[src/spq_pkg.sv]
// spq_pkg: shared types and codes for the sorted minimum priority queue
// holds the operation and status codes and the command bundle sent down the cell row
// no dependencies

package spq_pkg;

	localparam int KEY_W = 32;
	localparam int STATUS_W = 3;
	localparam int OCC_W = 8;

	typedef enum logic [1:0] {
		OP_EXTRACT  = 2'd0,
		OP_INSERT   = 2'd1,
		OP_DECREASE = 2'd2,
		OP_NOP      = 2'd3
	} op_t;

	typedef enum logic [STATUS_W-1:0] {
		ST_OK       = 3'd0,
		ST_EMPTY    = 3'd1,
		ST_FULL     = 3'd2,
		ST_NOTFOUND = 3'd3,
		ST_LARGER   = 3'd4
	} status_t;

	// broadcast to every cell: sample flags on the accept edge, apply on the commit edge
	typedef struct packed {
		logic              sample;
		logic              commit;
		op_t               op;
		logic [KEY_W-1:0]  key;
		logic [KEY_W-1:0]  new_key;
	} cell_cmd_t;

endpackage

[src/spq_cell.sv]
// spq_cell: one slot of the sorted row, holds a key and a live flag
// compares against the broadcast keys and shifts with its neighbors
// depends on spq_pkg

module spq_cell #(
	parameter bit FIRST = 1'b0,
	parameter bit LAST  = 1'b0
) (
	input  logic                         clk,
	input  logic                         arst_n,
	input  spq_pkg::cell_cmd_t           cmd,
	input  logic [spq_pkg::KEY_W-1:0]    left_key,
	input  logic                         left_gt,
	input  logic                         left_lt,
	input  logic                         left_live,
	input  logic [spq_pkg::KEY_W-1:0]    right_key,
	input  logic                         right_live,
	output logic [spq_pkg::KEY_W-1:0]    cell_key,
	output logic                         gt,
	output logic                         lt,
	output logic                         live,
	output logic                         hit
);

	logic [spq_pkg::KEY_W-1:0] key_q;
	logic [spq_pkg::KEY_W-1:0] operand;
	logic                      live_q;
	logic                      gt_q;
	logic                      lt_q;
	logic                      eq_q;
	logic                      in_span;
	logic                      take_bcast;

	// for the greater-than flag, insert compares against key, decrease against new_key
	assign operand = (cmd.op == spq_pkg::OP_INSERT) ? cmd.key : cmd.new_key;

	// first match: left neighbor holds a strictly smaller key
	assign hit        = eq_q && (FIRST || left_lt);
	assign in_span    = lt_q || hit;
	assign take_bcast = FIRST || !left_gt;

	always_ff @(posedge clk or negedge arst_n) begin
		if (!arst_n) begin
			live_q <= 1'b0;
			gt_q   <= 1'b0;
			lt_q   <= 1'b0;
			eq_q   <= 1'b0;
		end else begin
			if (cmd.sample) begin
				gt_q <= !live_q || ($signed(key_q) > $signed(operand));
				lt_q <= live_q && ($signed(key_q) < $signed(cmd.key));
				eq_q <= live_q && (key_q == cmd.key);
			end
			if (cmd.commit) begin
				unique case (cmd.op)
					spq_pkg::OP_EXTRACT: begin
						live_q <= LAST ? 1'b0 : right_live;
					end
					spq_pkg::OP_INSERT: begin
						live_q <= live_q || FIRST || left_live;
					end
					spq_pkg::OP_DECREASE,
					spq_pkg::OP_NOP: begin
						live_q <= live_q;
					end
					default: begin
						live_q <= live_q;
					end
				endcase
			end
		end
	end

	always_ff @(posedge clk) begin
		if (cmd.commit) begin
			unique case (cmd.op)
				spq_pkg::OP_EXTRACT: begin
					if (!LAST)
						key_q <= right_key;
				end
				spq_pkg::OP_INSERT: begin
					if (gt_q)
						key_q <= take_bcast ? cmd.key : left_key;
				end
				spq_pkg::OP_DECREASE: begin
					if (in_span && gt_q)
						key_q <= take_bcast ? cmd.new_key : left_key;
				end
				spq_pkg::OP_NOP: begin
				end
				default: begin
				end
			endcase
		end
	end

	assign cell_key = key_q;
	assign gt       = gt_q;
	assign lt       = lt_q;
	assign live     = live_q;

endmodule

[config.mk]
export PLATFORM = sky130hd
export DESIGN_NAME = spq_cell
export DESIGN_NICKNAME = d
export VERILOG_FILES = /design/src/spq_pkg.sv /design/src/spq_cell.sv
export SDC_FILE = /design/constraint.sdc
export NUM_CORES = 1
export LEC_CHECK = 0
export ABC_CLOCK_PERIOD_IN_PS = 5700
export CORE_MARGIN = 2
export CORE_UTILIZATION = 45
export CTS_CLUSTER_DIAMETER = 120
export CTS_CLUSTER_SIZE = 40
export DETAILED_ROUTE_END_ITERATION = 6
export DONT_BUFFER_PORTS = 1
export RECOVER_POWER = 50
export SLEW_MARGIN = 40
export SYNTH_ARGS = -nofsm -noshare
export SYNTH_HDL_FRONTEND = slang
export SYNTH_SLANG_ARGS = --single-unit
[constraint.sdc]
create_clock -name clk -period 5.7 [get_ports clk]
set_input_delay 0.285 -clock clk [delete_from_list [all_inputs] [get_ports clk]]
set_output_delay 0.285 -clock clk [all_outputs]
set_load 0.05 [all_outputs]
== Yosys cells after proc, flatten, opt, wreduce, memory -nomap -nowiden ==
Index checks and enable logic that the tools add are counted.

* Bits in registers: 36
* Bits of input ports: 138
* Output and inout bits: 36
* Word-level logic and storage cells: 34

* $lt $le $gt $ge: 2
* Equality and inequality tests: 6
* Muxes and demuxes: 7
* Bitwise gates (word level): 1
* Reductions and logical operators: 13

{| class="wikitable"
|+ Operator list
! cell !! count
|-
| $mux 32 || 5
|-
| $pmux 32 s3 || 1
|-
| $eq 32x32->1 || 1
|-
| $gt 32x32->1 || 1
|-
| $lt 32x32->1 || 1
|-
| $eq 2x2->1 const B || 2
|-
| $logic_and 1x1->1 || 4
|-
| $ne 2x2->1 const B || 2
|-
| $reduce_and 4->1 || 1
|-
| $logic_or 1x1->1 || 3
|-
| $reduce_bool 3->1 || 1
|-
| $eq 2x1->1 const B || 1
|-
| $logic_not 2->1 || 1
|-
| $pmux 1 s2 || 1
|-
| $reduce_and 2->1 || 1
|-
| $reduce_or 2->1 || 1
|-
| $logic_not 1->1 || 1
|-
| $not 1->1 || 1
|}

== Logic depth before layout (Yosys ltp) ==
Gate-level depths: netlist of the first run.

* Depth after elaboration: 5
* Mapped depth: 14
* Mapped depth without buffers: 11

== Least setup slack after synthesis of the first run ==
OpenSTA, ideal clock, no wires.

* Path kind: input to register
* Start: in cmd[64] (netlist name)
* End: reg key_q, in the netlist cell_key[0], enable pin
* Library setup time: 480 ps
* Arrival time: 3788 ps
* Data required time: 5220 ps
* Slack: 1431 ps
* Stages: 7
* Path buffers: 2
* Path through: inv_1 > ha_1 > clkbuf_1 > nor2_1 > buf_2 > mux2i_1 > a311oi_1

* Cells in the longest elaborated chain, start to end: 3
* Elaborated cells between the ends (all ways): 7
* Classes of those cells: 4 x eq/ne; 3 x reduce/logical

{| class="wikitable"
|+ RTL lines
! what !! line !! text
|-
| from (decl) || spq_cell.sv:11 || <nowiki>input spq_pkg::cell_cmd_t cmd,</nowiki>
|-
| $eq 2x2->1, or another cell as far along || spq_cell.sv:76 || <nowiki>unique case (cmd.op)</nowiki>
|-
| $ne 2x2->1 (no source line) or $reduce_bool 3->1 (tied branches) || -- ||
|-
| $reduce_and 4->1 (no source line) * || -- ||
|-
| to (signal assigned) || spq_cell.sv:79 || <nowiki>key_q <= right_key;</nowiki>
|-
| to (signal assigned) || spq_cell.sv:83 || <nowiki>key_q <= take_bcast ? cmd.key : left_key;</nowiki>
|-
| to (signal assigned) || spq_cell.sv:87 || <nowiki>key_q <= take_bcast ? cmd.new_key : left_key;</nowiki>
|-
| to (decl) || spq_cell.sv:25 || <nowiki>logic [spq_pkg::KEY_W-1:0] key_q;</nowiki>
|}

Every way passes the cells marked *; elsewhere a longest branch is shown, timed or not.
A chain may end at the register's enable or synchronous reset.

== Final worst setup path of the first run ==
* Start: in cmd[64] (netlist name)
* End: reg key_q, in the netlist cell_key[22], enable pin

The elaborated chain is that of the path after synthesis.

==> reports/metrics.cfg, run 1 <==
[run_status]
status=completed

[pwr]
ir_drop_uv=123
power_density_nw_per_um2=210
static-leakage-power_uw=0.00180

[detailed_routing]
vias=3353
ant_nets=0
drt-vias-per-instance=6.17
wl_per_cell_um=20.1
wirelength_mm=10.9
drtIter0Drc=125
firstDrtPassIters=4
drcViolationCount=0

[synth]
ys_seq_area_share_pct=26.0
syn_area_um2=4080
yosys.area.top_type=edfxtp_1
async_flop_share_pct=11.1
synth_warnings=0
synth_edf_count=32
syn_inst=447
synth_ff_type=edfxtp_1
syn_nets=653
netlist_top_cells_area=edfxtp_1 24%, ha_1 21%, mux2_2 9.1%, mux2i_1 7.9%, a22oi_1 5.9%
syn_avg_cell_area_um2=9.13
synth_top_area_share_pct=23.6
synth.distinct_cells=38
ys_ff_latch=36

[grt]
antenna_found_initial=0
grt_first_pass_wirelength_mm=17.4
grt_pass1_vias=3398
grt_max_degree=65
grt_usage_pct=21.9
overflow=0

[finish]
seqCellArea_um2=1060
nNetsFinal=640
fillCellCount=865
final_util_pct=48.9
drive_gt1_share_pct=10.8
final_area_um2=4280
areaGrowthSynthToFinish_pct=5.00
fin_cells=543
multi_input_area_um2=2810
antenna_cells=0

[timing]
min_period_ns=3.95
whs_ns=0.0754
period_share_pct=69.3
setup-violations-final=0
max_freq_mhz=253
setup_tns_ns=0
fin_worst_skew_ns=0.00273
slew_viol_final=0
slew_headroom_pct=6.15
tightest_slew_ns=1.41
rsz0062_at_grt=no
hold_violations=0

[die]
die_h_um=99.2
die_area_um2=9840
start_util_pct=46.5
io_pins=174
coreArea_um2=8760
die_w_um=99.2
row_count=34

[worst_setup_path]
critical_path.top_delay_family=buffers and inverters
crit_chain=inv_1 > ha_1 > nor2_1 > clkbuf_1 > mux2i_1 > a311oi_4 > buf_4
critPathRequiredTime_ns=5.64
max_stage_delay_ns=1.13
crit_type=in2reg
cp_max_fo=35
cp_data_arrival_time_ns=3.89
slowest_stage=nor2_1
start_kind=primary input
critPathCaptureType=flip-flop
path_buf_inv=3

[cts]
cts_resized=0
clkLatencyLatePin_ns=0.29
cts.root.buffer_cell=clkbuf_8
clock_sinks=36
cts_inserted_buffers=5
cts_tree=done
clk_pin_slew_ns=0.08
htreeDepth=2
cts.path.max_buffers=2

[run]
cap_viol_max_count=0

[place]
gp_congestion=0.837
placed_cells=533
hpwl_mm=8.61
port_buffers=0
post_dp_cell_area_um2=4190

[min_path]
hold_path_class=in2reg

## cell usage in the layout (no fill, tap or decap), types with 26 or more instances in the layout
cell type | synthesis | final
a22oi_1 | 32 | 32
ha_1 | 68 | 67
mux2i_1 | 32 | 32
mux2_2 | 33 | 33
edfxtp_1 | 32 | 32
o22ai_1 | 31 | 31
nand2_1 | 51 | 51
a21oi_1 | 26 | 26
inv_1 | 38 | 38
## routing by layer
layer | routed length (um) | share of wire (%) | GRT usage, %
met1 | 4540 | 41 | 27.0
met5 | 0 | 0 | 0
met4 | 131 | 1.2 | 5.37
met2 | 5370 | 49 | 37.5
met3 | 900 | 8.2 | 6.47
## layout make-up
| cell class | instances | area share, % |
|---|---|---|
| clock buffer | 8 | 2.10 |
| inverter | 38 | 3.33 |
| timing repair buffer | 5 | 1.14 |
| multi-input combinational | 348 | 65.5 |
| tap | 108 | 3.16 |
| sequential | 36 | 24.8 |
## final timing paths
kind / depth (start not counted) / slack (ns) / end / from
worst min register to register: 2 / 0.54 / eq_q$_DFFE_PN0P_ / eq_q$_DFFE_PN0P_
max in group asynchronous: 1 / 5.27 / eq_q$_DFFE_PN0P_ / arst_n
min in group asynchronous: 1 / 0.26 / lt$_DFFE_PN0P_ / arst_n
worst max register to register: 8 / 3.14 / lt$_DFFE_PN0P_ / cell_key[9]$_DFFE_PP_
worst max-delay path: 7 / 1.75 / cell_key[22]$_DFFE_PP_ / cmd[64]
worst min-delay path: 1 / 0.08 / lt$_DFFE_PN0P_ / cmd[67]
## cell families (layout without fill, tap and decap cells)
group / Yosys count / after routing / synth area share [%]
simple gates: 95 / 95 / 10.9
fa+ha+maj: 68 / 68 / 20.9
buf+inv: 63 / 51 / 5.95
flops: 36 / 36 / 26.0
compound gates: 120 / 120 / 19.3
mux: 65 / 65 / 17.0
## Yosys cell counts (3+ instances only)
cell and count:
a211oi_1 3, a21o_1 4, a21oi_1 26, a22oi_1 32, buf_1 3, buf_2 5
clkbuf_1 17, dfrtp_1 4, edfxtp_1 32, ha_1 68, inv_1 38, mux2_2 33
mux2i_1 32, nand2_1 51, nand3_1 6, nand4_1 12, nor2_1 12, nor2b_1 4
nor3_1 3, o211ai_1 3, o21ai_0 8, o22ai_1 31
## metrics by stage
| stage | worst slack, ns | total power, uW |
|---|---|---|
| floorplan | 1.43 | 645 |
| global placement | 2.74 | 699 |
| detailed placement | 2.75 | 706 |
| CTS | 3.06 | 908 |
| global route | 1.46 | 954 |
| finish | 1.75 | 898 |
## state kept, by name (all words and copies together), names as in the netlist
register  count
cell_key     32
eq_q          1
gt            1
live          1
lt            1
## power breakdown
| part | switching [uW] | total [uW] | internal, uW |
|---|---|---|---|
| Clock | 98.9 | 198 | 98.9 |
| Sequential | 108 | 430 | 322 |
| Combinational | 142 | 271 | 129 |
## worst register-to-register path, delay by kind of cell (launching register included)
family / cells / cell delay (ns)
AOI/OAI and AO/OA: 6 / 1.07
adders and majority gates: 1 / 0.35
DFF: 1 / 0.70
muxes: 1 / 0.37
## repair_timing
action,in CTS,in global routing
hold buffers,1,0
endpoints found under the setup margin,0,0
buffers inserted,0,0
hold endpoints to repair,4,0
No activity file was read; power rests on OpenSTA's default activity.
==> run 2: changes to the inputs <==
ABC_CLOCK_PERIOD_IN_PS = 3500   (was 5700)
clock period = 3.5 ns   (was 5.7 ns; I/O delays follow)
==> reports/metrics.cfg, run 2 (synthesis gave the netlist of run 1 again) <==
[run_status]
status=complete, but fails checks  ; was completed
violations=max-capacitance violations, max-slew violations

[pwr]
p_total_uw=1490  ; was 898 uW
power_density_nw_per_um2=343  ; was 210 nW/um^2
ir_drop_uv=155  ; was 123 uV
static-leakage-power_uw=0.00182  ; was 0.00180 uW

[detailed_routing]
wl_per_cell_um=20.0  ; was 20.1 um
wirelength_mm=10.9  ; about the same
ant_nets=0  ; unchanged
firstDrtPassIters=5  ; was 4
drt-vias-per-instance=6.14  ; was 6.17
drcViolationCount=0  ; unchanged
vias=3352  ; was 3,353
drtIter0Drc=145  ; was 125

[min_path]
worstHoldStart=cmd[67]  ; unchanged
hold_depth=2  ; was 1
min_to=gt$_DFFE_PN0P_  ; was lt$_DFFE_PN0P_
hold_path_class=in2reg  ; unchanged

[cts]
cts.path.max_buffers=2  ; unchanged
clock_sinks=36  ; unchanged
cts_resized=0  ; unchanged
cts_inserted_buffers=5  ; unchanged
htreeDepth=2  ; unchanged
cts.root.buffer_cell=clkbuf_8  ; unchanged
cts_tree=done  ; unchanged
clk_pin_slew_ns=0.08  ; about the same
clkLatencyLatePin_ns=0.29  ; about the same

[finish]
fillCellCount=840  ; was 865
areaGrowthSynthToFinish_pct=6.13  ; was 5.00%
drive_gt1_share_pct=11.6  ; was 10.8%
final_util_pct=49.4  ; was 48.9%
nNetsFinal=644  ; was 640
seqCellArea_um2=1060  ; unchanged
antenna_cells=0  ; unchanged
fin_cells=546  ; was 543
final_common_cell=ha_1  ; unchanged
largest_reg_flops=32  ; unchanged
multi_input_area_um2=2810  ; about the same
final_cell_mix=67 x ha_1, 51 x nand2_1, 38 x inv_1  ; unchanged

[worst_setup_path]
crit_type=in2reg  ; unchanged
cp_data_arrival_time_ns=3.00  ; was 3.89 ns
rr_startpoint=cell_key[9]$_DFFE_PP_  ; unchanged
reg2reg_depth=8  ; unchanged
r2r_end=lt$_DFFE_PN0P_  ; unchanged
ff2ff_setup_slack_ns=0.85  ; was 3.14 ns
critPathCaptureType=flip-flop  ; unchanged
cp_max_fo=35  ; unchanged
start_kind=primary input  ; unchanged
critPathRequiredTime_ns=3.54  ; was 5.64 ns

[timing]
period_share_pct=84.6
slew_viol_final=33  ; was 0
fin_worst_skew_ns=0.00435  ; was 0.00273 ns
min_period_ns=2.96
tightest_slew_ns=1.62  ; was 1.41 ns
slew_headroom_pct=-7.67  ; was 6.15%
setup-violations-final=0  ; unchanged
rsz0062_at_grt=no  ; unchanged
hold_violations=0  ; unchanged
setup_tns_ns=0  ; unchanged
max_freq_mhz=338

[grt]
grt_max_degree=65  ; unchanged
grt_pass1_vias=3372  ; was 3,398
antenna_found_initial=0  ; unchanged
overflow=0  ; unchanged
grt_first_pass_wirelength_mm=17.1  ; was 17.4 mm
grt_usage_pct=21.5  ; was 21.9%

[place]
placed_cells=537  ; was 533
hpwl_mm=8.69  ; was 8.61 mm
gp_congestion=0.804  ; was 0.837
port_buffers=0  ; unchanged

[die]
coreArea_um2=8760  ; unchanged
die_h_um=99.2  ; unchanged
row_count=34  ; unchanged
io_pins=174  ; unchanged
die_w_um=99.2  ; unchanged
die_area_um2=9840  ; unchanged
start_util_pct=46.5  ; unchanged

[run]
cap_viol_max_count=1  ; was 0

run 2: cell types whose count changed in the layout (fill, tap and decap cells not counted):
cell / previous run / this run
nor2_1: 12 / 11
buf_4: 2 / 5
clkbuf_1: 3 / 1
mux2_2: 33 / 32
clkbuf_8: 6 / 7
nor2_4: 0 / 1
mux2_1: 0 / 1
dlygate4sd3_1: 1 / 2
run 2: through the flow:
| stage | cell area (um^2) | hold slack [ns] | worst slack (ns) |
|---|---|---|---|
| 3_5_place_dp | 4220 | -0.120 | 0.800 |
| 6_report | 4330 | 0.0529 | 0.540 |
| 3_3_place_gp | 4220 | -0.120 | 0.865 |
| 4_1_cts | 4340 | 0.0485 | 0.821 |
| 5_1_grt | 4330 | 0.0516 | 0.389 |
| 2_1_floorplan | 4090 | -0.121 | 0.443 |
run 2: worst max path at each step:
stage,endpoint,cells after the start,slack (ns),startpoint
final,cell_key[20]$_DFFE_PP_,6,0.54,cmd[64]
after global routing,cell_key[10]$_DFFE_PP_,6,0.39,cmd[64]
after CTS,lt$_DFFE_PN0P_,8,0.82,cell_key[11]$_DFFE_PP_
after detailed placement,gt$_DFFE_PN0P_,12,0.80,cmd[65]
after global placement,gt$_DFFE_PN0P_,12,0.86,cmd[65]
after floorplan,cell_key[0]$_DFFE_PP_,7,0.44,cmd[64]
run 2: report_power, final:
group / total, uW / switching (uW) / leakage [uW] / internal (uW)
logic: 448 / 234 / 0.00142 / 214
registers: 699 / 174 / 0.000350 / 525
clock network: 338 / 162 / 0.0000503 / 176
run 2: cell type report:
type	instances	area share (%)
sequential	36	24.5
inverter	38	3.29
tap	108	3.12
multi-input combinational	348	65.0
timing repair buffer	9	1.88
clock buffer	7	2.23
run 2: worst max-delay path: stages:
cell and delay [ns]:
inv_1 0.04, ha_1 0.70, nor2_4 0.29, clkbuf_1 1.19
o22ai_1 0.25, mux2_2 0.34
run 2: routing by layer:
metal	global-route usage, %	part of all wire [%]
met4	4.43	1.1
met3	5.83	9.4
met2	38.1	50
met1	26.2	39
met5	0	0
run 2: repair_timing:
item                                   in CTS  in global routing
endpoints found under the hold margin       6                  0
buffers inserted                            0                  0
hold buffers                                2                  0
==> run 3: changes to the inputs <==
ABC_CLOCK_PERIOD_IN_PS = 2400   (was 3500)
clock period = 2.4 ns   (was 3.5 ns; I/O delays follow)
==> reports/metrics.cfg, run 3 (synthesis gave the netlist of run 1 again) <==
[run_status]
status=completed  ; was complete, but fails checks

[worst_setup_path]
crit_chain=ha_1 > a21oi_1 > o21ai_0 > a221oi_1 > o21ai_1 > a211oi_1 > mux2_2 > o22ai_2  ; was inv_1 > ha_1 > nor2_4 > clkbuf_1 > o22ai_1 > mux2_2
critical_path.top_delay_family=compound AO/OA/AOI/OAI gates  ; was buffers and inverters
ff2ff_setup_slack_ns=0.20  ; was 0.85 ns
max_stage_delay_ns=0.40  ; was 1.19 ns
path_buf_inv=0  ; was 2
slowest_stage=edfxtp_1  ; was clkbuf_1
start_kind=flip-flop  ; was primary input
cp_max_fo=2  ; was 35
critPathRequiredTime_ns=2.62  ; was 3.54 ns
crit_type=reg2reg  ; was in2reg
critPathCaptureType=flip-flop  ; unchanged
cp_data_arrival_time_ns=2.42  ; was 3.00 ns

[pwr]
ir_drop_uv=347  ; was 155 uV
static-leakage-power_uw=0.00192  ; was 0.00182 uW
power_switching_uw=836  ; was 570 uW
combPwrFrac_pct=41.5  ; was 30.2%
power_density_nw_per_um2=482  ; was 343 nW/um^2
power_frac_seq_pct=37.4  ; was 47.1%
p_total_uw=2190  ; was 1490 uW
clockPowerShare_pct=21.0  ; was 22.8%
p_int_uw=1350  ; was 915 uW
switching_share_pct=38.2  ; was 38.4%

[detailed_routing]
wirelength_mm=11.0  ; was 10.9 mm
firstDrtPassIters=5  ; unchanged
drt-vias-per-instance=6.01  ; was 6.14
met1_length_mm=4.53  ; was 4.31 mm
highest_layer=met4  ; unchanged
wl_per_cell_um=18.8  ; was 20.0 um
vias=3524  ; was 3,352
dr_wl_met3_um=821  ; was 1.03 mm
ant_nets=0  ; unchanged
drtIter0Drc=214  ; was 145
drcViolationCount=0  ; unchanged
wl_met2_mm=5.48  ; was 5.46 mm

[grt]
grt_usage_pct=21.9  ; was 21.5%
grt_first_pass_wirelength_mm=17.5  ; was 17.1 mm
grt_max_degree=65  ; unchanged
grt_pass1_vias=3571  ; was 3,372
overflow=0  ; unchanged
antenna_found_initial=0  ; unchanged

[timing]
slew_viol_final=0  ; was 33
period_share_pct=91.8
setup-violations-final=0  ; unchanged
max_freq_mhz=454
fin_worst_skew_ns=0.00267  ; was 0.00435 ns
setup_tns_ns=0  ; unchanged
rsz0062_at_grt=no  ; unchanged
tightest_slew_ns=0.860  ; was 1.62 ns
hold_violations=0  ; unchanged
slew_headroom_pct=42.7  ; was -7.67%
whs_ns=0.0247  ; was 0.0529 ns
min_period_ns=2.20

[die]
start_util_pct=46.5  ; unchanged
io_pins=174  ; unchanged
coreArea_um2=8760  ; unchanged
die_w_um=99.2  ; unchanged
row_count=34  ; unchanged
die_h_um=99.2  ; unchanged
die_area_um2=9840  ; unchanged

[finish]
final_common_cell=ha_1  ; unchanged
nNetsFinal=683  ; was 644
areaGrowthSynthToFinish_pct=11.3  ; was 6.13%
antenna_cells=0  ; unchanged
final_cell_mix=67 x ha_1, 51 x nand2_1, 38 x inv_1  ; unchanged
final_area_um2=4540  ; was 4330 um^2
largest_reg_flops=32  ; unchanged
drive_gt1_share_pct=12.8  ; was 11.6%

[cts]
cts_inserted_buffers=5  ; unchanged
htreeDepth=2  ; unchanged
cts_setup_buffers=0  ; unchanged
cts.root.buffer_cell=clkbuf_8  ; unchanged
cts.path.max_buffers=2  ; unchanged
cts_resized=0  ; unchanged
cts_tree=done  ; unchanged
clk_pin_slew_ns=0.08  ; about the same
clock_sinks=36  ; unchanged
clkLatencyLatePin_ns=0.29  ; about the same

[place]
hpwl_mm=9.01  ; was 8.69 mm
gp_congestion=0.905  ; was 0.804
port_buffers=0  ; unchanged
post_dp_cell_area_um2=4550  ; was 4220 um^2

[min_path]
hold_path_class=in2reg  ; unchanged

[run]
cap_viol_max_count=0  ; was 1

-- run 3: path summary, 6_finish.rpt --
| kind | start | end | depth (start not counted) |
|---|---|---|---|
| worst min register to register | eq_q$_DFFE_PN0P_ | eq_q$_DFFE_PN0P_ | 2 |
| worst max-delay path | cell_key[9]$_DFFE_PP_ | lt$_DFFE_PN0P_ | 8 |
| min in group asynchronous | arst_n | lt$_DFFE_PN0P_ | 1 |
| worst min-delay path | right_live | live$_DFFE_PN0P_ | 2 |
| max in group asynchronous | arst_n | eq_q$_DFFE_PN0P_ | 1 |
| worst max register to register | cell_key[9]$_DFFE_PP_ | lt$_DFFE_PN0P_ | 8 |
-- run 3: cell type report --
type	instances	area [um^2]
fillers	864	4220
clock buffers	8	90.1
inverters	38	143
well taps	108	135
repair buffers	48	308
flip-flops and latches	36	1060
multi-input cells	348	2810
-- run 3: metrics by stage --
step                instances  utilization [%]  setup WS [ns]
floorplan                 447                -         0.0101
global placement          576             51.9         0.0920
detailed placement        576             51.9       -0.00759
CTS                       586             53.2          0.145
global route              586             51.8         0.0342
finish                    586             51.8          0.197
-- run 3: routing by layer --
layer	vias up	track usage, %
met2	138	39.7
met1	1617	26.7
met4	0	4.43
met3	15	4.85
met5	-	0
li1	1754	-
-- run 3: power by group through the flow --
stage	Combinational, uW	Clock (uW)	Sequential, uW
floorplan	532	0	1010
global placement	931	0	834
detailed placement	948	0	835
CTS	957	483	821
global route	1010	497	826
finish	910	461	819
-- run 3: what timing repair did --
item                       CTS  global route
setup endpoints to repair    0             0
hold buffers                 2             0
hold endpoints to repair     7             0
